===== config.mk =====
export PLATFORM = sky130hd
export DESIGN_NAME = fraction_add_and_reduce
export DESIGN_NICKNAME = d
export VERILOG_FILES = /design/src/rtl/fadd_pkg.sv /design/src/rtl/fadd_mul.sv /design/src/rtl/fadd_gcd.sv /design/src/rtl/fadd_div.sv /design/src/rtl/fraction_add_and_reduce.sv
export SDC_FILE = /design/constraint.sdc
export NUM_CORES = 2
export LEC_CHECK = 0
export BUFFER_PORTS_ARGS = -buffer_cell sky130_fd_sc_hd__buf_2
export CORE_MARGIN = 1.5
export CORE_UTILIZATION = 55
export CTS_BUF_LIST = sky130_fd_sc_hd__clkbuf_4
export DETAILED_ROUTE_END_ITERATION = 8
export GPL_TIMING_DRIVEN = 0
export PLACE_DENSITY = 0.73
export SLEW_MARGIN = 10
export SYNTH_ARGS = -nofsm -noshare
export SYNTH_HDL_FRONTEND = slang
export SYNTH_SLANG_ARGS = --single-unit

===== constraint.sdc =====
create_clock -name clock -period 21.1 [get_ports clock]
set_clock_uncertainty 0.05 [all_clocks]
set_input_delay 2.11 -clock clock [delete_from_list [all_inputs] [get_ports clock]]
set_output_delay 2.11 -clock clock [all_outputs]
set_load 0.02 [all_outputs]

===== src/rtl/fadd_pkg.sv =====
// ----------------------------------------------------------------------------
// fadd_pkg
// Shared widths, item types and codes for the fraction adder with reduction.
// ----------------------------------------------------------------------------
package fadd_pkg;

   // operand width of one numerator; denominators are one bit narrower
   localparam int VALUE_BITS = 16;
   localparam int DEN_IN_W   = VALUE_BITS - 1;
   localparam int NUM_W      = 2 * VALUE_BITS;
   localparam int DEN_W      = 2 * VALUE_BITS - 2;
   localparam int WHOLE_W    = 2 * VALUE_BITS - 1;
   // magnitudes handled by the gcd and divide units
   localparam int MAG_W      = WHOLE_W;
   localparam int STEP_W     = $clog2(MAG_W);

   // result classification
   typedef enum logic [1:0] {
      FORM_INTEGER = 2'd0,
      FORM_MIXED   = 2'd1,
      FORM_PROPER  = 2'd2
   } form_type;

   // sequencer states
   typedef enum logic [3:0] {
      ST_IDLE,
      ST_MUL_AD,
      ST_MUL_CB,
      ST_MUL_BD,
      ST_GCD_GO,
      ST_GCD_WAIT,
      ST_NUM_GO,
      ST_NUM_WAIT,
      ST_DEN_GO,
      ST_DEN_WAIT,
      ST_CLASSIFY,
      ST_MIX_GO,
      ST_MIX_WAIT,
      ST_FINISH
   } state_type;

   // status reported by an iterative unit
   typedef struct packed {
      logic busy;
      logic done;
   } unit_status_type;

   typedef struct packed {
      logic signed [VALUE_BITS-1:0] first_numerator;
      logic [DEN_IN_W-1:0]          first_denominator;
      logic signed [VALUE_BITS-1:0] second_numerator;
      logic [DEN_IN_W-1:0]          second_denominator;
   } req_type;

   typedef struct packed {
      logic signed [NUM_W-1:0] raw_numerator;
      logic [DEN_W-1:0]        raw_denominator;
      logic signed [NUM_W-1:0] reduced_numerator;
      logic [DEN_W-1:0]        reduced_denominator;
      logic [WHOLE_W-1:0]      whole_part;
      logic [DEN_W-1:0]        remainder_numerator;
      form_type                form;
   } rsp_type;

endpackage


===== src/rtl/fadd_mul.sv =====
// ----------------------------------------------------------------------------
// fadd_mul
// Shared signed multiplier with a registered product, one product per cycle.
// ----------------------------------------------------------------------------
module fadd_mul (
   input  logic                                  clock,
   input  logic signed [fadd_pkg::VALUE_BITS-1:0] op_a,
   input  logic signed [fadd_pkg::VALUE_BITS-1:0] op_b,
   output logic signed [fadd_pkg::NUM_W-1:0]      product_ff
);

   // product register, operands sign-extended to the product width
   always_ff @(posedge clock) begin
      product_ff <= fadd_pkg::NUM_W'(op_a) * fadd_pkg::NUM_W'(op_b);
   end

endmodule


===== src/rtl/fadd_gcd.sv =====
// ----------------------------------------------------------------------------
// fadd_gcd
// Binary gcd: one compare, subtract or shift step per cycle.
// ----------------------------------------------------------------------------
module fadd_gcd (
   input  logic                               clock,
   input  logic                               reset,
   input  logic                               start,
   input  logic [fadd_pkg::MAG_W-1:0]         x_value,
   input  logic [fadd_pkg::MAG_W-1:0]         y_value,
   output fadd_pkg::unit_status_type          status,
   output logic [fadd_pkg::MAG_W-1:0]         gcd_ff
);

   logic [fadd_pkg::MAG_W-1:0]  u_ff, u_in, v_ff, v_in, gcd_in;
   logic [fadd_pkg::STEP_W-1:0] k_ff, k_in;
   logic                        busy_ff, busy_in, done_ff, done_in;

   // one reduction step
   always_comb begin
      u_in    = u_ff;
      v_in    = v_ff;
      k_in    = k_ff;
      gcd_in  = gcd_ff;
      busy_in = busy_ff;
      done_in = 1'b0;
      if (start) begin
         u_in    = x_value;
         v_in    = y_value;
         k_in    = '0;
         busy_in = 1'b1;
      end else if (busy_ff) begin
         priority if (u_ff == '0) begin
            gcd_in  = v_ff << k_ff;
            busy_in = 1'b0;
            done_in = 1'b1;
         end else if (v_ff == '0) begin
            gcd_in  = u_ff << k_ff;
            busy_in = 1'b0;
            done_in = 1'b1;
         end else if (!u_ff[0] && !v_ff[0]) begin
            u_in = u_ff >> 1;
            v_in = v_ff >> 1;
            k_in = k_ff + 1'b1;
         end else if (!u_ff[0]) begin
            u_in = u_ff >> 1;
         end else if (!v_ff[0]) begin
            v_in = v_ff >> 1;
         end else if (u_ff >= v_ff) begin
            u_in = u_ff - v_ff;
         end else begin
            v_in = v_ff - u_ff;
         end
      end
   end

   // control registers
   always_ff @(posedge clock) begin
      if (reset) begin
         busy_ff <= 1'b0;
         done_ff <= 1'b0;
      end else begin
         busy_ff <= busy_in;
         done_ff <= done_in;
      end
   end

   // working registers
   always_ff @(posedge clock) begin
      u_ff   <= u_in;
      v_ff   <= v_in;
      k_ff   <= k_in;
      gcd_ff <= gcd_in;
   end

   assign status.busy = busy_ff;
   assign status.done = done_ff;

endmodule


===== src/rtl/fadd_div.sv =====
// ----------------------------------------------------------------------------
// fadd_div
// Restoring divider: one quotient bit per cycle, quotient and remainder.
// ----------------------------------------------------------------------------
module fadd_div (
   input  logic                               clock,
   input  logic                               reset,
   input  logic                               start,
   input  logic [fadd_pkg::MAG_W-1:0]         dividend,
   input  logic [fadd_pkg::MAG_W-1:0]         divisor,
   output fadd_pkg::unit_status_type          status,
   output logic [fadd_pkg::MAG_W-1:0]         quot_ff,
   output logic [fadd_pkg::MAG_W-1:0]         rem_ff
);

   logic [fadd_pkg::MAG_W-1:0]  quot_in, rem_in, dsr_ff, dsr_in;
   logic [fadd_pkg::STEP_W-1:0] count_ff, count_in;
   logic                        busy_ff, busy_in, done_ff, done_in;
   logic [fadd_pkg::MAG_W:0]    trial;

   // shift in one dividend bit, subtract when it fits
   always_comb begin
      quot_in  = quot_ff;
      rem_in   = rem_ff;
      dsr_in   = dsr_ff;
      count_in = count_ff;
      busy_in  = busy_ff;
      done_in  = 1'b0;
      trial    = {rem_ff, quot_ff[fadd_pkg::MAG_W-1]} - {1'b0, dsr_ff};
      if (start) begin
         quot_in  = dividend;
         rem_in   = '0;
         dsr_in   = divisor;
         count_in = '0;
         busy_in  = 1'b1;
      end else if (busy_ff) begin
         if (!trial[fadd_pkg::MAG_W]) begin
            rem_in  = trial[fadd_pkg::MAG_W-1:0];
            quot_in = {quot_ff[fadd_pkg::MAG_W-2:0], 1'b1};
         end else begin
            rem_in  = {rem_ff[fadd_pkg::MAG_W-2:0], quot_ff[fadd_pkg::MAG_W-1]};
            quot_in = {quot_ff[fadd_pkg::MAG_W-2:0], 1'b0};
         end
         count_in = count_ff + 1'b1;
         if (count_ff == fadd_pkg::STEP_W'(fadd_pkg::MAG_W - 1)) begin
            busy_in = 1'b0;
            done_in = 1'b1;
         end
      end
   end

   // control registers
   always_ff @(posedge clock) begin
      if (reset) begin
         busy_ff <= 1'b0;
         done_ff <= 1'b0;
      end else begin
         busy_ff <= busy_in;
         done_ff <= done_in;
      end
   end

   // working registers
   always_ff @(posedge clock) begin
      quot_ff  <= quot_in;
      rem_ff   <= rem_in;
      dsr_ff   <= dsr_in;
      count_ff <= count_in;
   end

   assign status.busy = busy_ff;
   assign status.done = done_ff;

endmodule


===== src/rtl/fraction_add_and_reduce.sv =====
// ----------------------------------------------------------------------------
// fraction_add_and_reduce
// Adds two signed fractions and reduces the sum to lowest terms.
// ----------------------------------------------------------------------------
// Usage:
//   req_valid/req_stall/req_data carry one item: two fractions a/b and c/d
//   with b and d positive (a zero denominator counts as one). rsp_valid/
//   rsp_stall/rsp_data return one item per input: the raw sum (a*d+c*b)/(b*d),
//   the pair divided by the gcd of the magnitudes, whole part, remainder and
//   form code (integer, mixed or proper/negative).
//   One item is worked at a time; req_stall is high from acceptance until
//   the result is loaded into the output register. The steps run in order:
//   three products on the multiplier, a binary gcd of the 31-bit magnitudes,
//   then restoring divisions of the numerator and the denominator by the gcd,
//   and of the two quotients for a mixed number. The next item can be
//   accepted in the cycle after the load.
//   The output register holds a finished item while rsp_stall is high; a new
//   item can be accepted then, and its result waits until the slot frees.
//   Synchronous reset returns the sequencer to idle and clears rsp_valid.
// ----------------------------------------------------------------------------
module fraction_add_and_reduce (
   input  logic              clock,
   input  logic              reset,
   input  logic              req_valid,
   output logic              req_stall,
   input  fadd_pkg::req_type req_data,
   output logic              rsp_valid,
   input  logic              rsp_stall,
   output fadd_pkg::rsp_type rsp_data
);

   fadd_pkg::state_type state_ff, state_in;

   logic signed [fadd_pkg::VALUE_BITS-1:0] a_ff, b_ff, c_ff, d_ff;
   logic signed [fadd_pkg::VALUE_BITS-1:0] mul_a, mul_b;
   logic signed [fadd_pkg::NUM_W-1:0]      product_ff, rnum_ff;
   logic [fadd_pkg::DEN_W-1:0]             rden_ff;
   logic [fadd_pkg::MAG_W-1:0]             mag, qmag_ff, qden_ff, whole_ff, rem_ff;
   logic [fadd_pkg::MAG_W-1:0]             gcd_value, div_a, div_b, quot, div_rem;
   logic                                   gcd_start, div_start, load_rsp, rsp_valid_ff;
   fadd_pkg::form_type                     form_ff;
   fadd_pkg::unit_status_type              gcd_status, div_status;
   fadd_pkg::rsp_type                      rsp_ff;

   // sequencer
   always_comb begin
      state_in  = state_ff;
      gcd_start = 1'b0;
      div_start = 1'b0;
      load_rsp  = 1'b0;
      unique case (state_ff)
         fadd_pkg::ST_IDLE:     if (req_valid) state_in = fadd_pkg::ST_MUL_AD;
         fadd_pkg::ST_MUL_AD:   state_in = fadd_pkg::ST_MUL_CB;
         fadd_pkg::ST_MUL_CB:   state_in = fadd_pkg::ST_MUL_BD;
         fadd_pkg::ST_MUL_BD:   state_in = fadd_pkg::ST_GCD_GO;
         fadd_pkg::ST_GCD_GO: begin
            gcd_start = 1'b1;
            state_in  = fadd_pkg::ST_GCD_WAIT;
         end
         fadd_pkg::ST_GCD_WAIT: if (gcd_status.done) state_in = fadd_pkg::ST_NUM_GO;
         fadd_pkg::ST_NUM_GO: begin
            div_start = 1'b1;
            state_in  = fadd_pkg::ST_NUM_WAIT;
         end
         fadd_pkg::ST_NUM_WAIT: if (div_status.done) state_in = fadd_pkg::ST_DEN_GO;
         fadd_pkg::ST_DEN_GO: begin
            div_start = 1'b1;
            state_in  = fadd_pkg::ST_DEN_WAIT;
         end
         fadd_pkg::ST_DEN_WAIT: if (div_status.done) state_in = fadd_pkg::ST_CLASSIFY;
         fadd_pkg::ST_CLASSIFY: begin
            if (qden_ff != fadd_pkg::MAG_W'(1) && qmag_ff != '0 && !rnum_ff[fadd_pkg::NUM_W-1]
                && qmag_ff > qden_ff) begin
               state_in = fadd_pkg::ST_MIX_GO;
            end else begin
               state_in = fadd_pkg::ST_FINISH;
            end
         end
         fadd_pkg::ST_MIX_GO: begin
            div_start = 1'b1;
            state_in  = fadd_pkg::ST_MIX_WAIT;
         end
         fadd_pkg::ST_MIX_WAIT: if (div_status.done) state_in = fadd_pkg::ST_FINISH;
         fadd_pkg::ST_FINISH: begin
            if (!rsp_valid_ff || !rsp_stall) begin
               load_rsp = 1'b1;
               state_in = fadd_pkg::ST_IDLE;
            end
         end
         default:               state_in = fadd_pkg::ST_IDLE;
      endcase
   end

   always_ff @(posedge clock) begin
      if (reset) begin
         state_ff     <= fadd_pkg::ST_IDLE;
         rsp_valid_ff <= 1'b0;
      end else begin
         state_ff <= state_in;
         if (load_rsp) begin
            rsp_valid_ff <= 1'b1;
         end else if (!rsp_stall) begin
            rsp_valid_ff <= 1'b0;
         end
      end
   end

   assign req_stall = (state_ff != fadd_pkg::ST_IDLE);

   // multiplier operand select
   always_comb begin
      unique case (state_ff)
         fadd_pkg::ST_MUL_AD: begin
            mul_a = a_ff;
            mul_b = d_ff;
         end
         fadd_pkg::ST_MUL_CB: begin
            mul_a = c_ff;
            mul_b = b_ff;
         end
         default: begin
            mul_a = b_ff;
            mul_b = d_ff;
         end
      endcase
   end

   fadd_mul u_mul (
      .clock      (clock),
      .op_a       (mul_a),
      .op_b       (mul_b),
      .product_ff (product_ff)
   );

   // magnitude of the raw numerator
   always_comb begin
      logic [fadd_pkg::NUM_W-1:0] neg;
      neg = -rnum_ff;
      mag = rnum_ff[fadd_pkg::NUM_W-1] ? neg[fadd_pkg::MAG_W-1:0]
                                       : rnum_ff[fadd_pkg::MAG_W-1:0];
   end

   // the denominator product is still on the multiplier output at gcd start
   fadd_gcd u_gcd (
      .clock   (clock),
      .reset   (reset),
      .start   (gcd_start),
      .x_value (mag),
      .y_value ({1'b0, product_ff[fadd_pkg::DEN_W-1:0]}),
      .status  (gcd_status),
      .gcd_ff  (gcd_value)
   );

   // divider operand select
   always_comb begin
      unique case (state_ff)
         fadd_pkg::ST_NUM_GO: begin
            div_a = mag;
            div_b = gcd_value;
         end
         fadd_pkg::ST_DEN_GO: begin
            div_a = {1'b0, rden_ff};
            div_b = gcd_value;
         end
         default: begin
            div_a = qmag_ff;
            div_b = qden_ff;
         end
      endcase
   end

   fadd_div u_div (
      .clock    (clock),
      .reset    (reset),
      .start    (div_start),
      .dividend (div_a),
      .divisor  (div_b),
      .status   (div_status),
      .quot_ff  (quot),
      .rem_ff   (div_rem)
   );

   // datapath registers
   always_ff @(posedge clock) begin
      unique case (state_ff)
         fadd_pkg::ST_IDLE: begin
            a_ff <= req_data.first_numerator;
            c_ff <= req_data.second_numerator;
            b_ff <= (req_data.first_denominator == '0) ? fadd_pkg::VALUE_BITS'(1)
                                                        : {1'b0, req_data.first_denominator};
            d_ff <= (req_data.second_denominator == '0) ? fadd_pkg::VALUE_BITS'(1)
                                                         : {1'b0, req_data.second_denominator};
         end
         fadd_pkg::ST_MUL_CB:   rnum_ff <= product_ff;
         fadd_pkg::ST_MUL_BD:   rnum_ff <= rnum_ff + product_ff;
         fadd_pkg::ST_GCD_GO:   rden_ff <= product_ff[fadd_pkg::DEN_W-1:0];
         fadd_pkg::ST_NUM_WAIT: if (div_status.done) qmag_ff <= quot;
         fadd_pkg::ST_DEN_WAIT: if (div_status.done) qden_ff <= quot;
         fadd_pkg::ST_CLASSIFY: begin
            whole_ff <= '0;
            rem_ff   <= '0;
            if (qden_ff == fadd_pkg::MAG_W'(1) || qmag_ff == '0) begin
               form_ff <= fadd_pkg::FORM_INTEGER;
            end else if (!rnum_ff[fadd_pkg::NUM_W-1] && qmag_ff > qden_ff) begin
               form_ff <= fadd_pkg::FORM_MIXED;
            end else begin
               form_ff <= fadd_pkg::FORM_PROPER;
            end
         end
         fadd_pkg::ST_MIX_WAIT: begin
            if (div_status.done) begin
               whole_ff <= quot;
               rem_ff   <= div_rem;
            end
         end
         default: ;
      endcase
   end

   // output register
   always_ff @(posedge clock) begin
      if (load_rsp) begin
         rsp_ff.raw_numerator       <= rnum_ff;
         rsp_ff.raw_denominator     <= rden_ff;
         rsp_ff.reduced_numerator   <= rnum_ff[fadd_pkg::NUM_W-1]
                                       ? -{1'b0, qmag_ff} : {1'b0, qmag_ff};
         rsp_ff.reduced_denominator <= qden_ff[fadd_pkg::DEN_W-1:0];
         rsp_ff.whole_part          <= whole_ff;
         rsp_ff.remainder_numerator <= rem_ff[fadd_pkg::DEN_W-1:0];
         rsp_ff.form                <= form_ff;
      end
   end

   assign rsp_valid = rsp_valid_ff;
   assign rsp_data  = rsp_ff;

endmodule


After elaboration in Yosys (flattened, before gate mapping)
Index checks and enable logic that the tools add are counted.

Flip-flop bits (word level): 675. Bits in latches: 0. RAM bits: 0. Memory bits (read-only): 0. Input bits: 66. Output and inout port bits: 189. Word-level logic and storage cells: 186. Memories kept: 0.

$add $sub $neg: 8. Multipliers: 1. Divide/modulo/power cells: 0. Magnitude comparators: 2. Eq/ne operators: 29. Shift-type cells: 2. Multiplexer cells: 58. Bitwise logic cells: 5. Reduce and logical (&&, ||, !) cells: 42.

Operators by type and width (count): $mux 31 (21); $mux 30 (5); $pmux 31 s2 (2); $logic_not 31->1 (3); $pmux 32 s2 (1); $shl 31x5->31 (2); $sub 31x31->31 (2); $pmux 30 s2 (1); $pmux 4 s14 (1); $add 32x32->32 (1); $mul 16x16->32 (1); $neg 31->32 (1); $pmux 16 s2 (1); $sub 32x31->32 (1); $eq 31x1->1 const B (1); $ge 31x31->1 (1); $gt 31x31->1 (1); $ne 31x1->1 const B (1); $neg 31->31 (1); $reduce_bool 31->1 (1); $logic_not 15->1 (2); $eq 4x4->1 const B (6); $mux 4 (6); $mux 1 (17); other kinds (27) (67).

Longest topological paths before layout
Depth in word-level cells: 9. Depth in mapped cells: 33. Depth with buffers taken out: 29.

Hierarchy
A second synthesis with hierarchy kept.

Cells, all modules: 4310. Area total of the unflattened synthesis: 45866.5 um^2.

By module, submodules not included: fraction_add_and_reduce (instances 1, cells an instance 1409, area each 19511.2 um^2, sequential area each 13192.7 um^2); fadd_mul (instances 1, cells an instance 1112, area each 10483.8 um^2, sequential area each 640.6 um^2); fadd_gcd (instances 1, cells an instance 1220, area each 10058.4 um^2, sequential area each 2932.8 um^2); fadd_div (instances 1, cells an instance 569, area each 5813.1 um^2, sequential area each 2622.5 um^2).

Least setup slack after synthesis
Ideal clock, no wire load.

Path kind: input -> register. Start point: input rsp_stall. End point: register rsp_ff (netlist bit rsp_data[0]), enable pin. Library setup time: 0.797 ns. Arrival time: 11.106 ns. Data required time: 20.253 ns. Path slack: 9.147 ns. Stages on the path: 1. Path buffers: 0. Path through: a21oi_1.

Longest elaborated chain between the ends: 4.

Ends and longest elaborated chain: start, declared (line fraction_add_and_reduce.sv:28) `input logic rsp_stall,`; $logic_not 1->1; $logic_or 1x1->1 (line fraction_add_and_reduce.sv:85) `if (!rsp_valid_ff || !rsp_stall) begin`; $mux 1 (line fraction_add_and_reduce.sv:85); $mux 1 (line fraction_add_and_reduce.sv:51) `unique case (state_ff)`; end, declared (line fraction_add_and_reduce.sv:43) `fadd_pkg::rsp_type rsp_ff;`.

Every way passes these cells. A chain may end at the register's enable or synchronous reset.

Worst setup path in the final report
Start point: register state_ff[3]. End point: register u_mul.product_ff[31] (netlist bit).

Longest elaborated chain between the ends: 3. Elaborated cells on any way between the ends: 5. Classes of those cells: mul: 1; eq/ne: 2; mux: 2.

Ends and longest elaborated chain: start, declared (line fraction_add_and_reduce.sv:32) `fadd_pkg::state_type state_ff, state_in;`; start signal, assigned (line fraction_add_and_reduce.sv:96) `state_ff <= fadd_pkg::ST_IDLE;`; start signal, assigned (line fraction_add_and_reduce.sv:99) `state_ff <= state_in;`; $eq 4x2->1 / $eq 4x1->1 (equally long branches) (line fraction_add_and_reduce.sv:112) `unique case (state_ff)`; $pmux 16 s2 / $mux 16 (equally long branches) (line fraction_add_and_reduce.sv:112); $mul 16x16->32 * (line fadd_mul.sv:14) `product_ff <= fadd_pkg::NUM_W'(op_a) * fadd_pkg::NUM_W'(op_b);`; end signal, assigned (line fadd_mul.sv:14); end, declared (line fadd_mul.sv:9) `output logic signed [fadd_pkg::NUM_W-1:0] product_ff`.

Mark *: on every way between the ends. The rest lies on a longest branch, timed or not.

==> reports/qor.yml <==
root_buffer: "clkbuf_4"
clk_pin_slew_worst_paths_ns: 0.07
synth_nets: 4686
cts_resized: 0
syn_avg_cell_area_sq_um: 10.6
ant_nets: 0
drive_above_1_share: 0.132
ys.flop_type: "edfxtp_1"
critPathMaxFanout: 10
synthTopCellsByArea: "edfxtp_1 40%, fa_1 11%, ha_1 6.9%"
core_area_sq_um: 78900
hold_depth: 0
final-setup-viol-count: 0
synth_top_area_share: 0.405
yosys.area_share.adder: 0.184
grt_pass1_vias: 33920
avgViaCountPerCell: 5.99
numCtsBuffers: 170
outcome: "completed"
hold_viol: 0
clk_path_buf_depth: 3
synth_compound_area_frac: 0.130
grt.total_usage: 0.340
htreeDepth: 4
synth_top_family_by_area: "adder cells"
postCtsSetupBuffers: 0
grt_pass1_wl_mm: 206
synth_area_sq_um: 43800
ys_ff_latch: 673
vias: 34480
yosys.cell_types.count: 86
cts_tree: "done"
ys_warn_count: 0
worstSetupStartpointType: "register"
first_pass_iters: 6
drt-initial-drc-count: 3482
holdPathEnd: "rsp_data[57]$_DFFE_PP_"
hold_path_class: "reg2reg"
synth_mux_area_frac: 0.0329
maxSlewHeadroom: 0.142
arrival_ns: 10.49
required_ns: 21.98
hpwlAfterDp_mm: 109
io_buffers: 253
finalWirelength_mm: 137
hold_buffers: 0
max_cap_violations: 0
die_h_um: 285
period_share: 0.456
rsz0062_at_grt: "false"
period_minus_slack_ns: 9.62
synth-xor-area-share: 0.0398
antenna_found_initial: 10
gp_congestion: 1.02
final_common_cell: "edfxtp_1"
synth-simple-area-share: 0.113
reg2regPathDepth: 26
end_kind: "register"
reg2reg_from: "state_ff[3]$_SDFFE_PP0P_"
synth_area_leader_cell: "edfxtp_1"
overflow: 0
final_max_slew_viol_count: 0
seq_area_frac_synth: 0.443
fin_tns_setup_ns: 0
rows: 103
wl_per_cell_um: 23.8
initial_core_util: 0.555
worst_slew_pin_slew_ns: 1.26
reg2reg_to: "u_mul.product_ff[31]$_DFF_P_"
min_from: "whole_ff[25]$_SDFFCE_PP0P_"
r2r_slack_ns: 11.48
grt_max_degree: 62
clkSinkCount: 673
fin_nets: 5126
synthCells: 4128
die_w_um: 285
boundaryPins: 255
area_growth_pct: 12.0
clk_latency_ns: 1.08
drc: 0
dieArea_sq_um: 81300
crit_type: "reg2reg"
synthArstFlopShare: 0
fmax_mhz: 104
mostFrequentLayoutCells: "590 x edfxtp_1, 465 x inv_1, 370 x nand2_1, 366 x nor2_1, 260 x buf_2"
synth_edf_count: 590
## flip-flops by register name, summed over array words and instances, names as in the netlist, 5 cells and up
signal,flops
d_ff,15
u_gcd.gcd_ff,31
u_div.quot_ff,31
rnum_ff,32
rsp_data,187
u_div.count_ff,5
b_ff,15
a_ff,16
whole_ff,31
rden_ff,30
c_ff,16
u_gcd.u_ff,31
u_div.rem_ff,31
u_mul.product_ff,32
rem_ff,30
qden_ff,31
u_div.dsr_ff,31
u_gcd.k_ff,5
qmag_ff,31
u_gcd.v_ff,31
## Yosys cell counts, types with 16 or more instances
cell type	n
o21a_1	34
o211ai_1	17
mux4_2	16
and2_1	80
edfxtp_1	590
dfxtp_1	83
a22oi_1	21
inv_1	467
nand3_1	49
nand2b_1	22
xor2_1	78
nand2_1	370
or3_1	18
a21oi_1	254
xnor2_1	119
clkbuf_1	185
nor2b_1	17
o21bai_1	27
a221oi_1	62
a21o_1	73
nor4_1	39
o22ai_1	17
o31ai_1	49
mux2i_1	92
nand4_1	25
nor3_1	39
fa_1	250
a31oi_1	26
nor2_1	366
ha_1	242
and3_1	16
o21ai_0	185
## routing by layer
metal  GRT usage  part of all wire  vias up
met1       0.462              0.41    16768
met3      0.0743             0.099      398
met4       0.166             0.054        6
li1            -                 -    15445
met2       0.519              0.44     1863
met5           0           0.00036        -
## through the flow
step / worst slack [ns] / instances / utilization / cell area, sq um / hold WS [ns]
2_1_floorplan: 9.15 / 4128 / - / 43800 / 0.350
3_3_place_gp: 5.20 / 5431 / 0.588 / 46300 / 0.351
3_5_place_dp: 11.72 / 5446 / 0.592 / 46700 / 0.355
4_1_cts: 11.71 / 5753 / 0.621 / 49000 / 0.333
5_1_grt: 11.13 / 5757 / 0.621 / 49000 / 0.330
6_report: 11.48 / 5758 / 0.621 / 49000 / 0.335
## critical path: stages, from the launching register on
cell      delay [ns]
dfxtp_1         0.29
clkbuf_1        0.23
nor3_1          0.81
clkbuf_1        0.66
mux2i_1         1.02
clkbuf_1        0.55
nor2_1          0.14
fa_1            0.56
inv_1           0.05
fa_1            0.46
fa_1            0.51
inv_1           0.05
fa_1            0.48
fa_1            0.49
inv_1           0.05
fa_1            0.47
inv_1           0.04
ha_1            0.33
nand3_1         0.12
o22ai_1         0.24
a21oi_1         0.13
o21ai_0         0.57
a31oi_1         0.31
o31ai_1         0.49
a211o_1         0.20
a21oi_1         0.07
xnor2_1         0.12
## layout make-up
cell class	count	area [sq um]
clock buffers	245	1840
diodes	5	12.5
well taps	1050	1310
multi-input cells	2782	21900
fillers	6625	29900
plain buffers	204	776
repair buffers	268	1580
clock inverters	62	448
inverters	469	1760
flip-flops and latches	673	19400
## cell families (layout without fill, tap and decap cells)
kind of cell / count (synthesis) / count (layout)
other cells: 0 / 5
fa+ha+maj: 493 / 493
compound gates: 880 / 880
buf+inv: 673 / 1248
simple gates: 1089 / 1089
mux: 122 / 122
flops: 673 / 673
xor+xnor: 198 / 198
## worst max path at each step
stage	start	end	slack, ns	cells after the start
6_report	state_ff[3]$_SDFFE_PP0P_	u_mul.product_ff[31]$_DFF_P_	11.48	26
2_1_floorplan	rsp_stall	rsp_data[0]$_DFFE_PP_	9.15	1
3_3_place_gp	rsp_stall	rsp_data[147]$_DFFE_PP_	5.20	2
4_1_cts	state_ff[3]$_SDFFE_PP0P_	u_mul.product_ff[31]$_DFF_P_	11.71	26
3_5_place_dp	state_ff[3]$_SDFFE_PP0P_	u_mul.product_ff[31]$_DFF_P_	11.72	26
5_1_grt	state_ff[3]$_SDFFE_PP0P_	u_mul.product_ff[27]$_DFF_P_	11.13	26
Power is left out: the tool's default activity adds up to more than one toggle a clock period on the data nets, which glitch-free logic cannot reach.
